`config.mk`:
```
export PLATFORM = sky130hd
export DESIGN_NAME = prescaled_timer_with_compare
export DESIGN_NICKNAME = d
export VERILOG_FILES = /design/src/ptc_pkg.sv /design/src/prescaled_timer_with_compare.sv /design/src/ptc_regs.sv /design/src/ptc_core.sv
export SDC_FILE = /design/constraint.sdc
export NUM_CORES = 1
export LEC_CHECK = 0
export ABC_CLOCK_PERIOD_IN_PS = 3900
export BUFFER_PORTS_ARGS = -buffer_cell sky130_fd_sc_hd__clkbuf_2
export CAP_MARGIN = 15
export CORE_UTILIZATION = 54
export CTS_CLUSTER_DIAMETER = 50
export DETAILED_ROUTE_END_ITERATION = 8
export HOLD_SLACK_MARGIN = 0.02
export PLACE_DENSITY = 0.77
export SLEW_MARGIN = 20
export SYNTH_ARGS = -nofsm -noshare
export SYNTH_HDL_FRONTEND = slang
export SYNTH_SLANG_ARGS = --single-unit
export TNS_END_PERCENT = 30
```
`constraint.sdc`:
```
create_clock -name i_clk -period 3.9 [get_ports i_clk]
set_input_delay 0.78 -clock i_clk [delete_from_list [all_inputs] [get_ports i_clk]]
set_output_delay 0.78 -clock i_clk [all_outputs]
set_load 0.05 [all_outputs]
```
`src/ptc_pkg.sv`:
```
package ptc_pkg;

    localparam int unsigned CountWidth = 16;
    localparam int unsigned PrescaleWidth = 4;
    localparam int unsigned CfgIndexWidth = 3;
    localparam int unsigned CfgDataWidth = 16;

    // Configuration register indexes
    typedef enum logic [CfgIndexWidth-1:0] {
        CFG_TIMER_CONTROL   = 3'd0,
        CFG_PRESCALE_SELECT = 3'd1,
        CFG_CHANNELS        = 3'd2,
        CFG_CH1_MODE        = 3'd3,
        CFG_CH1_COMPARE     = 3'd4,
        CFG_CH2_MODE        = 3'd5,
        CFG_CH2_COMPARE     = 3'd6
    } t_cfg_idx;

    // Compare mode: bits 3:2 select compare, bits 1:0 the action
    localparam logic [1:0] MODE_COMPARE = 2'b10;

    typedef enum logic [1:0] {
        ACT_SET_PIN   = 2'd0,
        ACT_CLEAR_PIN = 2'd1,
        ACT_FLAG_ONLY = 2'd2,
        ACT_RESET_CNT = 2'd3
    } t_action;

    // Pin action codes on the result
    localparam logic [1:0] PIN_UNCHANGED = 2'd0;
    localparam logic [1:0] PIN_DRIVE_HI  = 2'd1;
    localparam logic [1:0] PIN_DRIVE_LO  = 2'd2;

    typedef struct packed {
        logic ext_clock_level;
        logic ch1_pin_is_output;
        logic ch2_pin_is_output;
        logic adc_enabled;
    } t_in;

    typedef struct packed {
        logic [CountWidth-1:0] count_value;
        logic                  overflow_event;
        logic                  ch1_match;
        logic                  ch2_match;
        logic [1:0]            ch1_pin_action;
        logic [1:0]            ch2_pin_action;
        logic                  adc_start;
    } t_out;

    typedef struct packed {
        logic [1:0]            timer_control;
        logic [1:0]            prescale_select;
        logic [1:0]            channels_present;
        logic [3:0]            ch1_mode;
        logic [CountWidth-1:0] ch1_compare;
        logic [3:0]            ch2_mode;
        logic [CountWidth-1:0] ch2_compare;
    } t_cfg;

    typedef struct packed {
        logic [PrescaleWidth-1:0] prescale_count;
        logic [CountWidth-1:0]    counter;
        logic                     last_clock_level;
    } t_state;

endpackage

```
`src/prescaled_timer_with_compare.sv`:
```
// Prescaled 16-bit timer with two compare channels, one tick per transfer.
// Path: a tick transferred sits in the input register, and its result is written
// to the result register and shows valid there once the result register can advance.
// Throughput: one tick per cycle; the result register and input register
// advance together, so only a stall on the result side slows the block.
// Reset (i_rst_n low, synchronous): counter, prescaler, pin history and all
// configuration registers clear to 0; both pipeline registers empty.
module prescaled_timer_with_compare
    import ptc_pkg::*;
(
    input  logic                     i_clk,
    input  logic                     i_rst_n,
    // configuration write port
    input  logic                     i_cfg_wr_en,
    input  logic [CfgIndexWidth-1:0] i_cfg_index,
    input  logic [CfgDataWidth-1:0]  i_cfg_wdata,
    // tick input channel
    input  logic                     i_in_valid,
    output logic                     o_in_stall,
    input  t_in                      i_in_data,
    // result channel
    output logic                     o_out_valid,
    input  logic                     i_out_stall,
    output t_out                     o_out_data
);

    t_cfg   cfg;
    t_state r_state;
    t_state n_state;
    t_out   n_result;

    logic   r_in_vld;
    t_in    r_in;
    logic   r_out_vld;
    t_out   r_out;
    logic   advance;

    ptc_regs u_regs (
        .i_clk       (i_clk),
        .i_rst_n     (i_rst_n),
        .i_cfg_wr_en (i_cfg_wr_en),
        .i_cfg_index (i_cfg_index),
        .i_cfg_wdata (i_cfg_wdata),
        .o_cfg       (cfg)
    );

    // Timer step for the tick held in the input register
    ptc_core u_core (
        .i_cfg    (cfg),
        .i_state  (r_state),
        .i_item   (r_in),
        .o_state  (n_state),
        .o_result (n_result)
    );

    // The result register can take a new result when it is empty or its
    // current result transfers this cycle.
    assign advance    = !r_out_vld || !i_out_stall;
    // Stall the input only when a held tick cannot move on.
    assign o_in_stall = r_in_vld && !advance;

    always_ff @(posedge i_clk) begin
        if (!i_rst_n) begin
            r_in_vld  <= 1'b0;
            r_out_vld <= 1'b0;
            r_state   <= '0;
        end else begin
            // Input register: load on a transfer, otherwise empty once consumed
            if (!o_in_stall) begin
                r_in_vld <= i_in_valid;
            end
            // Result register: commit the timer state with the result
            if (advance) begin
                r_out_vld <= r_in_vld;
                if (r_in_vld) begin
                    r_state <= n_state;
                end
            end
        end
    end

    // Payload registers, no reset needed
    always_ff @(posedge i_clk) begin
        if (i_in_valid && !o_in_stall) begin
            r_in <= i_in_data;
        end
        if (advance && r_in_vld) begin
            r_out <= n_result;
        end
    end

    assign o_out_valid = r_out_vld;
    assign o_out_data  = r_out;

endmodule

```
`src/ptc_regs.sv`:
```
module ptc_regs
    import ptc_pkg::*;
(
    input  logic                     i_clk,
    input  logic                     i_rst_n,
    input  logic                     i_cfg_wr_en,
    input  logic [CfgIndexWidth-1:0] i_cfg_index,
    input  logic [CfgDataWidth-1:0]  i_cfg_wdata,
    output t_cfg                     o_cfg
);

    t_cfg r_cfg;

    always_ff @(posedge i_clk) begin
        if (!i_rst_n) begin
            r_cfg <= '0;
        end else if (i_cfg_wr_en) begin
            case (i_cfg_index)
                CFG_TIMER_CONTROL:   r_cfg.timer_control    <= i_cfg_wdata[1:0];
                CFG_PRESCALE_SELECT: r_cfg.prescale_select  <= i_cfg_wdata[1:0];
                CFG_CHANNELS:        r_cfg.channels_present <= i_cfg_wdata[1:0];
                CFG_CH1_MODE:        r_cfg.ch1_mode         <= i_cfg_wdata[3:0];
                CFG_CH1_COMPARE:     r_cfg.ch1_compare      <= i_cfg_wdata[CountWidth-1:0];
                CFG_CH2_MODE:        r_cfg.ch2_mode         <= i_cfg_wdata[3:0];
                CFG_CH2_COMPARE:     r_cfg.ch2_compare      <= i_cfg_wdata[CountWidth-1:0];
                default: begin
                    // unmapped index: drop the write
                end
            endcase
        end
    end

    assign o_cfg = r_cfg;

endmodule

```
`src/ptc_core.sv`:
```
module ptc_core
    import ptc_pkg::*;
(
    input  t_cfg   i_cfg,
    input  t_state i_state,
    input  t_in    i_item,
    output t_state o_state,
    output t_out   o_result
);

    logic                     counted;
    logic [PrescaleWidth-1:0] pc_inc;
    logic [PrescaleWidth-1:0] divisor;
    logic                     step;
    logic [CountWidth-1:0]    cnt_step;
    logic [CountWidth-1:0]    cnt_ch1;
    logic [CountWidth-1:0]    cnt_ch2;
    logic                     hit1;
    logic                     hit2;
    t_action                  act1;
    t_action                  act2;

    always_comb begin
        counted = (i_cfg.timer_control == 2'b01) ||
                  (i_cfg.timer_control == 2'b11 && !i_state.last_clock_level &&
                   i_item.ext_clock_level);

        pc_inc   = i_state.prescale_count + PrescaleWidth'(1);
        divisor  = PrescaleWidth'(1) << i_cfg.prescale_select;
        step     = pc_inc >= divisor;
        cnt_step = step ? i_state.counter + CountWidth'(1) : i_state.counter;

        // Channel 1 sees the stepped counter
        act1    = t_action'(i_cfg.ch1_mode[1:0]);
        hit1    = i_cfg.channels_present[0] && i_cfg.ch1_mode[3:2] == MODE_COMPARE &&
                  cnt_step == i_cfg.ch1_compare;
        cnt_ch1 = (hit1 && act1 == ACT_RESET_CNT) ? '0 : cnt_step;

        // Channel 2 sees any reset made by channel 1
        act2    = t_action'(i_cfg.ch2_mode[1:0]);
        hit2    = i_cfg.channels_present[1] && i_cfg.ch2_mode[3:2] == MODE_COMPARE &&
                  cnt_ch1 == i_cfg.ch2_compare;
        cnt_ch2 = (hit2 && act2 == ACT_RESET_CNT) ? '0 : cnt_ch1;

        o_state.last_clock_level = i_item.ext_clock_level;
        o_result = '0;
        if (counted) begin
            o_state.prescale_count = step ? '0 : pc_inc;
            o_state.counter        = cnt_ch2;
            o_result.count_value    = cnt_ch2;
            o_result.overflow_event = step && cnt_step == '0;
            o_result.ch1_match      = hit1;
            o_result.ch2_match      = hit2;
            if (hit1 && i_item.ch1_pin_is_output) begin
                if (act1 == ACT_SET_PIN)   o_result.ch1_pin_action = PIN_DRIVE_HI;
                if (act1 == ACT_CLEAR_PIN) o_result.ch1_pin_action = PIN_DRIVE_LO;
            end
            if (hit2 && i_item.ch2_pin_is_output) begin
                if (act2 == ACT_SET_PIN)   o_result.ch2_pin_action = PIN_DRIVE_HI;
                if (act2 == ACT_CLEAR_PIN) o_result.ch2_pin_action = PIN_DRIVE_LO;
            end
            o_result.adc_start = hit2 && act2 == ACT_RESET_CNT && i_item.adc_enabled;
        end else begin
            o_state.prescale_count = i_state.prescale_count;
            o_state.counter        = i_state.counter;
            o_result.count_value   = i_state.counter;
        end
    end

endmodule

```
==> run summary, run 1 <==
GLOBAL ROUTING
-------------------------------------------------------------------------------------------
Maximum number of pins on one net before global-route repair                             44
Global-route wire length before repair                                              29.9 mm
Vias in the first global route                                                        5,633
Antenna violations before repair                                                          0
Overflow left after global routing                                                        0
Overall Global Routing Usage                                                          35.3%

TIMING
-------------------------------------------------------------------------------------------
Least-Margin Pin Slew                                                              0.986 ns
Setup violation total in the final timing report                                         36
Max Fclk                                                                            238 MHz
Post-route minimum period                                                           4.20 ns
Worst relative slew slack                                                             33.7%
Final Hold Viols                                                                          0
Setup Skew                                                                        0.0149 ns
Worst path setup slack after routing                                              -0.301 ns
Number of pins with negative max-slew slack in the final report                           0
Unrepaired setup endpoints after global routing                                        true
Post-route fraction of the period consumed by the critical path                        108%

MIN PATH
-------------------------------------------------------------------------------------------
Critical hold path startpoint                                                  r_state[0]$_SDFFE_PN0P_
Number of cells traversed by the worst hold path                                          2
Tightest Hold Check Type                                                            reg2reg
Hold Crit Endpoint                                                             r_state[0]$_SDFFE_PN0P_

YOSYS
-------------------------------------------------------------------------------------------
Library cells used by synthesis                                                          84
Number of enable flip-flop cells after synthesis                                         28
YS warnings                                                                               0
Most used flip-flop cell after synthesis                                       sky130_fd_sc_hd__dfxtp_1
Post-synthesis average cell area                                                  8.63 um^2
Number of synthesized register bits                                                      97
Syn_nets                                                                                716
Number of cells produced by synthesis                                                   682
Post-synthesis instance area                                                      5890 um^2
Register area share after synthesis                                                   37.7%
Asr flop ratio synth                                                                     0%

SETUP PATH
-------------------------------------------------------------------------------------------
Reg-to-reg setup timing slack                                                      -0.30 ns
Cell type of the slowest stage on the worst timing path                        sky130_fd_sc_hd__or4b_4
Cell chain of the critical path                                                nand3_4 > xnor2_2 > ha_1 > o211a_1 > a21o_4 > buf_4 > nand4_1 > buf_4 > a2bb2oi_2 > nand3_1 > or4b_4 > or3_4 > buf_6 > o211ai_1 > a211oi_4 > buf_6 > o41ai_4 > and2_1
Largest stage delay on the critical path                                            0.56 ns
Crit Path Class                                                                     reg2reg
Cell count of the worst reg-to-reg path                                                  18
CP max FO                                                                                 8
CP startpoint kind                                                                     flop
WP data arrival                                                                     4.55 ns
Worst Setup End Kind                                                                   flop
Critical register-to-register path endpoint                                    r_state[6]$_SDFFE_PN0P_
Buf+Inv Stages, Crit Path                                                                 4
Top cell family by delay on the critical path                                  simple AND/OR/NAND/NOR gates
R2R Path Start                                                                 r_state[18]$_SDFFE_PN0P_
CP required                                                                         4.24 ns

PLACED DESIGN
-------------------------------------------------------------------------------------------
Pre-CTS worst setup slack                                                         -0.393 ns
Number of port buffers                                                                   53
RePlAce Congestion                                                                     1.06
HPWL after DPL                                                                      14.9 mm

LAYOUT
-------------------------------------------------------------------------------------------
Leading cell types in the layout, fill and taps excluded                       sky130_fd_sc_hd__buf_4, sky130_fd_sc_hd__nand2_1, sky130_fd_sc_hd__dfxtp_1
Total of fill cells in the finished design                                              813
Post-route core utilization                                                           74.0%
Area Overhead vs Synth                                                                31.4%
Multi-input logic area                                                            3780 um^2
Number of inserted diodes                                                                 0
Fraction of layout instances using a drive strength above 1                           32.7%
Area taken by flip-flops and latches                                              2230 um^2
Final Net Count                                                                         871
Most common cell after layout, fill and taps aside                             sky130_fd_sc_hd__buf_4

POWER
-------------------------------------------------------------------------------------------
Peak VDD IR                                                                        0.280 mV
Reported leakage power                                                              3.03 nW
Pwr dens                                                                        255 nW/um^2
Total power of the final layout                                                     1.97 mW

FLOORPLANNING
-------------------------------------------------------------------------------------------
# rows                                                                                   37
Std-Cell Core Area                                                              10,500 um^2
Die Footprint                                                                   11,300 um^2
I/O pin total                                                                            54
Die X-Extent                                                                         106 um
Die Span Y                                                                           106 um
Effective utilization at floorplan                                                    56.3%

DETAILED ROUTING
-------------------------------------------------------------------------------------------
Final routed wirelength across all metal layers                                     19.7 mm
Post-detailed-route via-to-cell ratio                                                  6.17
Vias after detailed routing                                                           6,035
ANT nets after route                                                                      0
Final routed DRC violation total                                                          0
First-pass detailed-route iteration total                                                 5
WL/cell                                                                             20.2 um
Number of design-rule violations left by the first detailed-router iteration            549

OUTCOME
-------------------------------------------------------------------------------------------
Violations in the final reports                                                negative setup slack
Result of the run                                                              finished with violations

RUN
-------------------------------------------------------------------------------------------
Number of max-cap violations                                                              0

CLOCKING
-------------------------------------------------------------------------------------------
Hold buffer count at CTS                                                                  0
Clock-pin slew on the worst setup and hold paths                                    0.10 ns
TritonCTS clock tree                                                                   done
Clock buffers created by TritonCTS                                                        9
Maximum clock path buffer count                                                           2
H-tree levels                                                                             3
Clock Tree Root                                                                sky130_fd_sc_hd__clkbuf_8
Clock latency reported for the late side of the worst-skew pair                     0.39 ns
Total clock sinks                                                                        97

worst register-to-register path: cells and delay by family, from the launching register on:
family | cells | cell delay [ns]
AO/OA/AOI/OAI | 6 | 1.23
XOR/XNOR | 1 | 0.15
adder cells (fa/ha/maj) | 1 | 0.33
buffers and inverters | 4 | 0.64
flip-flops | 1 | 0.39
AND/OR/NAND/NOR | 6 | 1.43
metrics by stage:
step,area (um^2),hold WS (ns),TNS (ns),cells
3_3_place_gp,6980,0.449,-6.53,935
5_1_grt,7740,0.519,-11.79,978
3_5_place_dp,6980,0.475,-10.01,935
6_report,7740,0.497,-6.40,978
2_1_floorplan,5930,0.440,-0.0618,682
4_1_cts,7540,0.498,-5.81,972
Yosys cell counts, types with 7 or more instances:
library cell / number / area, um^2
sky130_fd_sc_hd__dfxtp_1: 69 / 1380
sky130_fd_sc_hd__a21boi_0: 37 / 278
sky130_fd_sc_hd__and2_1: 14 / 87.6
sky130_fd_sc_hd__inv_1: 9 / 33.8
sky130_fd_sc_hd__or3_1: 13 / 81.3
sky130_fd_sc_hd__nand2_1: 116 / 435
sky130_fd_sc_hd__xnor2_1: 20 / 175
sky130_fd_sc_hd__nand4_1: 9 / 56.3
sky130_fd_sc_hd__o21ai_0: 22 / 110
sky130_fd_sc_hd__nor2_1: 41 / 154
sky130_fd_sc_hd__o21a_1: 7 / 52.6
sky130_fd_sc_hd__nand2b_1: 9 / 56.3
sky130_fd_sc_hd__nor2b_1: 25 / 156
sky130_fd_sc_hd__mux2i_1: 14 / 140
sky130_fd_sc_hd__buf_2: 9 / 45.0
sky130_fd_sc_hd__o22ai_1: 9 / 56.3
sky130_fd_sc_hd__a21oi_1: 10 / 50.1
sky130_fd_sc_hd__nor3_1: 15 / 75.1
sky130_fd_sc_hd__edfxtp_1: 28 / 841
sky130_fd_sc_hd__nand3_1: 23 / 115
sky130_fd_sc_hd__clkbuf_1: 26 / 97.6
sky130_fd_sc_hd__a21o_1: 7 / 52.6
sky130_fd_sc_hd__and3_1: 8 / 50.1
sky130_fd_sc_hd__xor2_1: 12 / 105
area by class of cell:
class	instances	share of cell area (%)
repair buffers	187	17.3
well taps	136	2.20
inverters	9	0.437
clock buffers	10	1.78
clock inverters	6	0.614
flip-flops and latches	97	28.8
multi-input cells	533	48.9
power breakdown:
part	internal (mW)	switching (mW)	total, mW
clock	0.256	0.376	0.632
combinational	0.101	0.156	0.256
sequential	1.06	0.0205	1.08
total	1.42	0.552	1.97
cells by family (layout without fill, tap and decap cells):
group	count (synthesis)	count (layout)	synth area share, %
AO/OA/AOI/OAI	154	155	19.2
XOR/XNOR	35	35	5.82
adder cells (fa/ha/maj)	6	6	1.28
AND/OR/NAND/NOR	321	321	29.0
multiplexers	16	16	2.76
flip-flops	97	97	37.7
buffers and inverters	53	212	4.14
state kept, by name, summed over array words and instances, names as in the netlist:
name / flops
u_regs.o_cfg: 46
r_in_vld: 1
r_state: 21
o_out_valid: 1
r_in: 4
o_out_data: 24
repair_timing:
item                                    CTS  global route
hold endpoints to repair                  0             0
setup buffers                            21             7
pin swaps                                42            24
endpoints found under the setup margin   36            37
resized for setup                        42            36
cloned                                    1             0
worst max path at each step:
stage,cells after the start,start,endpoint
floorplan,15,r_state[17]$_SDFFE_PN0P_,o_out_data[14]$_DFFE_PP_
global placement,19,r_state[17]$_SDFFE_PN0P_,r_state[2]$_SDFFE_PN0P_
detailed placement,18,r_state[17]$_SDFFE_PN0P_,r_state[6]$_SDFFE_PN0P_
CTS,17,r_state[17]$_SDFFE_PN0P_,r_state[6]$_SDFFE_PN0P_
global route,18,r_state[17]$_SDFFE_PN0P_,r_state[6]$_SDFFE_PN0P_
finish,18,r_state[18]$_SDFFE_PN0P_,r_state[6]$_SDFFE_PN0P_
per-layer routing:
metal,track usage [%],part of all wire [%],vias up
li1,-,-,2779
met1,44.8,41,2892
met2,58.4,46,294
met3,5.70,7.8,70
met4,16.8,4.8,0
met5,0,0,-
(Power assumes the default switching activity.)
==> run 2, diff against run 1 <==
--- a/config.mk
+++ b/config.mk
@@ -6,11 +6,11 @@
 export NUM_CORES = 1
 export LEC_CHECK = 0
 export ABC_CLOCK_PERIOD_IN_PS = 3900
-export BUFFER_PORTS_ARGS = -buffer_cell sky130_fd_sc_hd__clkbuf_2
 export CAP_MARGIN = 15
-export CORE_UTILIZATION = 54
+export CORE_UTILIZATION = 58
 export CTS_CLUSTER_DIAMETER = 50
 export DETAILED_ROUTE_END_ITERATION = 8
+export DONT_BUFFER_PORTS = 1
 export HOLD_SLACK_MARGIN = 0.02
 export PLACE_DENSITY = 0.77
 export SLEW_MARGIN = 20
==> run summary, run 2 (synthesized netlist as in run 1, its figures left out) <==
LAYOUT
-------------------------------------------------------------------------------------------
Total non-filler cell area in the finished layout                                 7240 um^2
Number of inserted diodes                                                                 0
Flip-flop count of the largest register, all copies and words added                      46
Fraction of layout instances using a drive strength above 1                           25.0%
Total of fill cells in the finished design                                              803
Area Overhead vs Synth                                                                23.0%
Most common cell after layout, fill and taps aside                             sky130_fd_sc_hd__nand2_1
Final Net Count                                                                         789
Leading cell types in the layout, fill and taps excluded                       sky130_fd_sc_hd__nand2_1, sky130_fd_sc_hd__buf_4, sky130_fd_sc_hd__dfxtp_1

OUTCOME
-------------------------------------------------------------------------------------------
Result of the run                                                              finished with violations
Violations in the final reports                                                negative setup slack

CLOCKING
-------------------------------------------------------------------------------------------
Clock latency reported for the late side of the worst-skew pair                     0.38 ns
Total clock sinks                                                                        97
Hold buffer count at CTS                                                                  0
Clock buffers created by TritonCTS                                                        9
Clock Tree Root                                                                sky130_fd_sc_hd__clkbuf_8
Clock-pin slew on the worst setup and hold paths                                    0.11 ns
Maximum clock path buffer count                                                           2
H-tree levels                                                                             3
TritonCTS clock tree                                                                   done

RUN
-------------------------------------------------------------------------------------------
Number of max-cap violations                                                              0

SETUP PATH
-------------------------------------------------------------------------------------------
R2R Path Start                                                                 r_state[18]$_SDFFE_PN0P_
CP startpoint kind                                                                     flop
Cell count of the worst reg-to-reg path                                                  18
WP data arrival                                                                     4.20 ns
CP required                                                                         4.03 ns
Reg-to-reg setup timing slack                                                      -0.18 ns
CP max FO                                                                                 7
Critical register-to-register path endpoint                                    o_out_data[20]$_DFFE_PP_
Worst Setup End Kind                                                                   flop
Crit Path Class                                                                     reg2reg

TIMING
-------------------------------------------------------------------------------------------
Unrepaired setup endpoints after global routing                                        true
Setup TNS Final                                                                    -2.54 ns
Post-route fraction of the period consumed by the critical path                        105%
Worst path setup slack after routing                                              -0.178 ns
Least-Margin Pin Slew                                                              0.970 ns
Setup violation total in the final timing report                                         27
Worst relative slew slack                                                             35.1%
Final Hold Viols                                                                          0
Number of pins with negative max-slew slack in the final report                           0
Setup Skew                                                                        0.0231 ns
Post-route minimum period                                                           4.08 ns
Max Fclk                                                                            245 MHz

GLOBAL ROUTING
-------------------------------------------------------------------------------------------
Overflow left after global routing                                                        0
Maximum number of pins on one net before global-route repair                             65
Global-route wire length before repair                                              28.7 mm
Overall Global Routing Usage                                                          36.8%
Vias in the first global route                                                        5,348
Antenna violations before repair                                                          0

DETAILED ROUTING
-------------------------------------------------------------------------------------------
Post-detailed-route via-to-cell ratio                                                  6.29
Final routed DRC violation total                                                          0
Number of design-rule violations left by the first detailed-router iteration            397
ANT nets after route                                                                      0
WL/cell                                                                             20.8 um
Final routed wirelength across all metal layers                                     18.6 mm
Vias after detailed routing                                                           5,619
First-pass detailed-route iteration total                                                 5

FLOORPLANNING
-------------------------------------------------------------------------------------------
Effective utilization at floorplan                                                    60.0%
Die X-Extent                                                                         103 um
Std-Cell Core Area                                                                9820 um^2
Die Footprint                                                                   10,600 um^2
Die Span Y                                                                           103 um
I/O pin total                                                                            54
# rows                                                                                   36

POWER
-------------------------------------------------------------------------------------------
Reported leakage power                                                              2.68 nW
Pwr dens                                                                        284 nW/um^2
Peak VDD IR                                                                        0.292 mV
Total power of the final layout                                                     2.05 mW

MIN PATH
-------------------------------------------------------------------------------------------
Critical hold path startpoint                                                  r_state[0]$_SDFFE_PN0P_
Number of cells traversed by the worst hold path                                          2
Tightest Hold Check Type                                                            reg2reg
Hold Crit Endpoint                                                             r_state[0]$_SDFFE_PN0P_

PLACED DESIGN
-------------------------------------------------------------------------------------------
RePlAce Congestion                                                                    0.992
Number of port buffers                                                                    0
Post-Place Cell Area                                                              6560 um^2
HPWL after DPL                                                                      13.8 mm

run 2: cell count changes in the layout (fill, tap and decap cells not counted), sizes merged:
cell,previous run,this run
clkinvlp,1,0
bufinv,0,2
a21oi,12,11
clkbuf,63,9
buf,134,106
run 2: critical path, cell delays in order, from the launching register on:
cell and delay, ns:
sky130_fd_sc_hd__dfxtp_4 0.39, sky130_fd_sc_hd__nand3_2 0.10, sky130_fd_sc_hd__xnor2_2 0.15, sky130_fd_sc_hd__ha_1 0.30, sky130_fd_sc_hd__o211a_1 0.23, sky130_fd_sc_hd__a21oi_4 0.10, sky130_fd_sc_hd__buf_6 0.14, sky130_fd_sc_hd__nor4_4 0.39
sky130_fd_sc_hd__buf_4 0.18, sky130_fd_sc_hd__xnor3_1 0.12, sky130_fd_sc_hd__nor4b_4 0.19, sky130_fd_sc_hd__nand3_2 0.17, sky130_fd_sc_hd__buf_6 0.17, sky130_fd_sc_hd__nor3_4 0.19, sky130_fd_sc_hd__nand3_2 0.13, sky130_fd_sc_hd__a211oi_4 0.42
sky130_fd_sc_hd__buf_4 0.19, sky130_fd_sc_hd__o31ai_2 0.06, sky130_fd_sc_hd__a22o_1 0.19
run 2: worst max-delay path by stage:
stage / end / depth (start not counted) / from / slack, ns
6_report: o_out_data[20]$_DFFE_PP_ / 18 / r_state[18]$_SDFFE_PN0P_ / -0.18
5_1_grt: o_out_data[20]$_DFFE_PP_ / 18 / r_state[18]$_SDFFE_PN0P_ / -0.34
4_1_cts: r_state[6]$_SDFFE_PN0P_ / 17 / r_state[17]$_SDFFE_PN0P_ / -0.13
3_5_place_dp: r_state[3]$_SDFFE_PN0P_ / 17 / r_state[18]$_SDFFE_PN0P_ / -0.41
3_3_place_gp: r_state[3]$_SDFFE_PN0P_ / 17 / r_state[17]$_SDFFE_PN0P_ / -0.27
2_1_floorplan: o_out_data[14]$_DFFE_PP_ / 15 / r_state[17]$_SDFFE_PN0P_ / -0.03
run 2: through the flow:
stage	util (%)	worst slack (ns)	hold slack (ns)	instances
floorplan	-	-0.0270	0.440	682
global placement	66.8	-0.271	0.449	859
detailed placement	66.8	-0.411	0.474	859
CTS	72.7	-0.127	0.484	886
global route	73.7	-0.339	0.468	893
finish	73.7	-0.178	0.484	893
run 2: per-layer routing:
layer / part of all wire, % / global-route usage [%] / wire length [um] / vias up
met3: 8.4 / 7.73 / 1570 / 65
met4: 5.2 / 20.4 / 970 / 0
li1: - / - / - / 2605
met2: 45 / 57.6 / 8350 / 278
met5: 0 / 0 / 0 / -
met1: 41 / 47.3 / 7700 / 2671
run 2: layout make-up:
cell class | instances | area (um^2) | area share [%]
tap | 133 | 166 | 2.30
inverter | 9 | 33.8 | 0.467
clock inverter | 7 | 110 | 1.52
timing repair buffer | 106 | 838 | 11.6
clock buffer | 9 | 124 | 1.71
sequential | 97 | 2230 | 30.8
multi-input combinational | 532 | 3740 | 51.6
run 2: repair_timing:
item / in CTS / in global routing
setup endpoints to repair: 36 / 36
buffers inserted: 12 / 7
resized for setup: 50 / 13
pin swaps: 25 / 12
run 2: power by group:
group | switching, mW | internal, mW | leakage [nW]
clock network | 0.394 | 0.375 | 0.119
logic | 0.0863 | 0.0759 | 1.74
registers | 0.0597 | 1.06 | 0.825
==> run 3, diff against run 2 <==
--- a/config.mk
+++ b/config.mk
@@ -12,9 +12,10 @@
 export DETAILED_ROUTE_END_ITERATION = 8
 export DONT_BUFFER_PORTS = 1
 export HOLD_SLACK_MARGIN = 0.02
-export PLACE_DENSITY = 0.77
+export PLACE_DENSITY = 0.86
 export SLEW_MARGIN = 20
 export SYNTH_ARGS = -nofsm -noshare
 export SYNTH_HDL_FRONTEND = slang
+export SYNTH_HIERARCHICAL = 1
 export SYNTH_SLANG_ARGS = --single-unit
 export TNS_END_PERCENT = 30
==> run summary, run 3 <==
OUTCOME
-------------------------------------------------------------------------------------------
Result of the run                                                              finished with violations
Violations in the final reports                                                negative setup slack

YOSYS
-------------------------------------------------------------------------------------------
YS warnings                                                                               6
Most instantiated cells after synthesis                                        sky130_fd_sc_hd__nand2_1, sky130_fd_sc_hd__mux2i_1, sky130_fd_sc_hd__dfxtp_1
Asr flop ratio synth                                                                     0%
Post-synthesis xor/xnor area fraction                                                 5.40%
Most used flip-flop cell after synthesis                                       sky130_fd_sc_hd__dfxtp_1
Top area cells in the synthesized netlist                                      sky130_fd_sc_hd__dfxtp_1, sky130_fd_sc_hd__edfxtp_1, sky130_fd_sc_hd__mux2i_1, sky130_fd_sc_hd__nand2_1, sky130_fd_sc_hd__buf_4
Number of enable flip-flop cells after synthesis                                         28
Largest area contributor in the netlist                                        sky130_fd_sc_hd__dfxtp_1
Dominant combinational cell family by area after synthesis                     simple AND/OR/NAND/NOR gates
Mux share of post-synthesis cell area                                                 11.8%
Compound-Gate Fraction of Synth Area                                                  11.7%
Syn_nets                                                                                718
Library cells used by synthesis                                                          82
Share of the synthesized area in the top cell type                                    22.5%
Post-synthesis average cell area                                                  8.98 um^2
Fraction of the mapped netlist area in adder cells                                    1.22%
Most common cell in the synthesized netlist                                    sky130_fd_sc_hd__nand2_1
Number of cells produced by synthesis                                                   684
Number of synthesized register bits                                                      97
Post-synthesis instance area                                                      6140 um^2
Register area share after synthesis                                                   36.2%
Simple-gate portion of the synthesized area                                           26.6%

DETAILED ROUTING
-------------------------------------------------------------------------------------------
Final routed wirelength across all metal layers                                     17.3 mm
Final routed DRC violation total                                                          0
First-pass detailed-route iteration total                                                 5
ANT nets after route                                                                      0
Number of design-rule violations left by the first detailed-router iteration            356
Vias after detailed routing                                                           5,342
Post-detailed-route via-to-cell ratio                                                  6.10
WL/cell                                                                             19.7 um

TIMING
-------------------------------------------------------------------------------------------
Final Hold Viols                                                                          0
Setup Skew                                                                        0.0146 ns
Number of pins with negative max-slew slack in the final report                           0
Worst relative slew slack                                                             27.6%
Max Fclk                                                                            234 MHz
Post-route minimum period                                                           4.27 ns
Worst path setup slack after routing                                              -0.372 ns
Post-route fraction of the period consumed by the critical path                        110%
Least-Margin Pin Slew                                                               1.09 ns
Unrepaired setup endpoints after global routing                                        true
Setup violation total in the final timing report                                         36
Worst hold-check slack                                                             0.469 ns

POWER
-------------------------------------------------------------------------------------------
Switching power summed over all nets                                                 515 uW
Total power of the final layout                                                     1.96 mW
Pwr dens                                                                        273 nW/um^2
Part of the total power dissipated in the clock network                               36.6%
Sequential share of power                                                             56.9%
Reported leakage power                                                              2.84 nW
Switching share of power                                                              26.3%
Cell-internal power                                                                 1.44 mW
Combinational Power Share                                                              6.5%
Peak VDD IR                                                                        0.290 mV

LAYOUT
-------------------------------------------------------------------------------------------
Number of inserted diodes                                                                 0
Area Overhead vs Synth                                                                16.8%
Final Net Count                                                                         769
Flip-flop count of the largest register, all copies and words added                      46
Most common cell after layout, fill and taps aside                             sky130_fd_sc_hd__nand2_1
Fraction of layout instances using a drive strength above 1                           23.0%
Leading cell types in the layout, fill and taps excluded                       sky130_fd_sc_hd__nand2_1, sky130_fd_sc_hd__buf_4, sky130_fd_sc_hd__mux2i_1
Total of fill cells in the finished design                                              800

SETUP PATH
-------------------------------------------------------------------------------------------
Cell type of the slowest stage on the worst timing path                        sky130_fd_sc_hd__a2111o_1
Cell chain of the critical path                                                ha_4 > xor2_2 > ha_1 > o211ai_1 > o21a_2 > or3_4 > xor2_2 > a2111o_1 > or3b_4 > nor2_8 > a211oi_4 > nor4_2 > nand3b_4 > buf_4 > o211ai_1 > nand2_1 > mux2i_1
Worst Setup End Kind                                                                   flop
CP startpoint kind                                                                     flop
Largest stage delay on the critical path                                            0.46 ns
CP required                                                                         4.16 ns
WP data arrival                                                                     4.53 ns
CP max FO                                                                                 8
Crit Path Class                                                                     reg2reg

GLOBAL ROUTING
-------------------------------------------------------------------------------------------
Global routing usage on met3                                                          7.17%
Vias in the first global route                                                        5,317
Antenna violations before repair                                                          0
Maximum number of pins on one net before global-route repair                            107
Overflow left after global routing                                                        0
Routing usage on met1                                                                 37.9%
Grt peak-use layer                                                                     met2
Global-route wire length before repair                                              27.2 mm
Global routing met2 resource utilization                                              55.6%
Overall Global Routing Usage                                                          32.4%

FLOORPLANNING
-------------------------------------------------------------------------------------------
Die X-Extent                                                                         105 um
I/O pin total                                                                            54
# rows                                                                                   37
Die Span Y                                                                           105 um
Die Footprint                                                                   11,000 um^2
Effective utilization at floorplan                                                    59.8%
Std-Cell Core Area                                                              10,300 um^2

PLACED DESIGN
-------------------------------------------------------------------------------------------
HPWL after DPL                                                                      12.8 mm
Number of port buffers                                                                    0
RePlAce Congestion                                                                    0.912

CLOCKING
-------------------------------------------------------------------------------------------
Maximum clock path buffer count                                                           2
Total clock sinks                                                                        97
Clock buffers created by TritonCTS                                                        9
Clock latency reported for the late side of the worst-skew pair                     0.39 ns
Clock-pin slew on the worst setup and hold paths                                    0.10 ns
H-tree levels                                                                             3
Hold buffer count at CTS                                                                  0
TritonCTS clock tree                                                                   done
Clock Tree Root                                                                sky130_fd_sc_hd__clkbuf_8

RUN
-------------------------------------------------------------------------------------------
Number of max-cap violations                                                              0

MIN PATH
-------------------------------------------------------------------------------------------
Tightest Hold Check Type                                                            reg2reg

run 3: changes by cell type after synthesis, sizes merged, moves of 9 or more:
cell    delta
o21ai     -11
and2       -9
mux2i     +57
nor2b     -17
a21boi    -37
nand2     +41
clkbuf    -10
nor2      -23
buf       +27
run 3: area by class of cell:
| type | instances | area [um^2] | area share, % |
|---|---|---|---|
| multi-input combinational | 514 | 3720 | 51.8 |
| sequential | 97 | 2230 | 31.1 |
| timing repair buffer | 101 | 795 | 11.1 |
| tap | 136 | 170 | 2.37 |
| clock buffer | 10 | 138 | 1.92 |
| clock inverter | 6 | 78.8 | 1.10 |
| inverter | 12 | 45.0 | 0.628 |
run 3: path summary, 6_finish.rpt:
check | from | to | slack [ns] | cells past startpoint
max | r_state[17]$_SDFFE_PN0P_ | r_state[12]$_SDFFE_PN0P_ | -0.37 | 17
min | u_regs/o_cfg[40]$_SDFFE_PN0P_ | u_regs/o_cfg[40]$_SDFFE_PN0P_ | 0.47 | 2
max reg2reg | r_state[17]$_SDFFE_PN0P_ | r_state[12]$_SDFFE_PN0P_ | -0.37 | 17
min reg2reg | u_regs/o_cfg[40]$_SDFFE_PN0P_ | u_regs/o_cfg[40]$_SDFFE_PN0P_ | 0.47 | 2
run 3: kinds of logic (layout without fill, tap and decap cells):
group           Yosys count  after routing
compound gates           97             97
xor+xnor                 33             33
fa+ha+maj                 6              6
buf+inv                  73            129
flops                    97             97
mux                      71             71
simple gates            307            307
run 3: metal layers:
metal | part of all wire (%) | up-vias
met5 | 0 | -
met4 | 3.5 | 0
met3 | 5.7 | 40
met2 | 50 | 185
met1 | 41 | 2575
li1 | - | 2542
run 3: timing repair:
item / in CTS / in global routing
resized for setup: 33 / 9
pin swaps: 23 / 5
setup endpoints to repair: 36 / 36
setup buffers: 14 / 0
run 3: power groups by stage:
stage,sequential [mW],combinational (mW),clock (mW)
after global routing,1.12,0.136,0.763
after CTS,1.11,0.125,0.729
after floorplan,1.13,0.106,0
after detailed placement,1.14,0.118,0
after global placement,1.14,0.115,0
final,1.11,0.128,0.717
run 3: critical path: cells and delay by family, from the launching register on:
kind | cells | cell delay, ns
fa+ha+maj | 2 | 0.43
buf+inv | 1 | 0.13
xor+xnor | 2 | 0.33
mux | 1 | 0.06
compound gates | 5 | 1.05
simple gates | 6 | 1.75
flops | 1 | 0.38
run 3: through the flow:
| step | worst slack [ns] | TNS (ns) | utilization, % | cell area (um^2) | std cells |
|---|---|---|---|---|---|
| after floorplan | -0.234 | -2.71 | - | 6180 | 684 |
| after global placement | -0.467 | -12.05 | 64.6 | 6640 | 848 |
| after detailed placement | -0.611 | -15.20 | 64.6 | 6640 | 848 |
| after CTS | -0.335 | -8.97 | 69.3 | 7120 | 876 |
| after global routing | -0.548 | -15.66 | 69.8 | 7180 | 876 |
| final | -0.372 | -9.86 | 69.8 | 7180 | 876 |
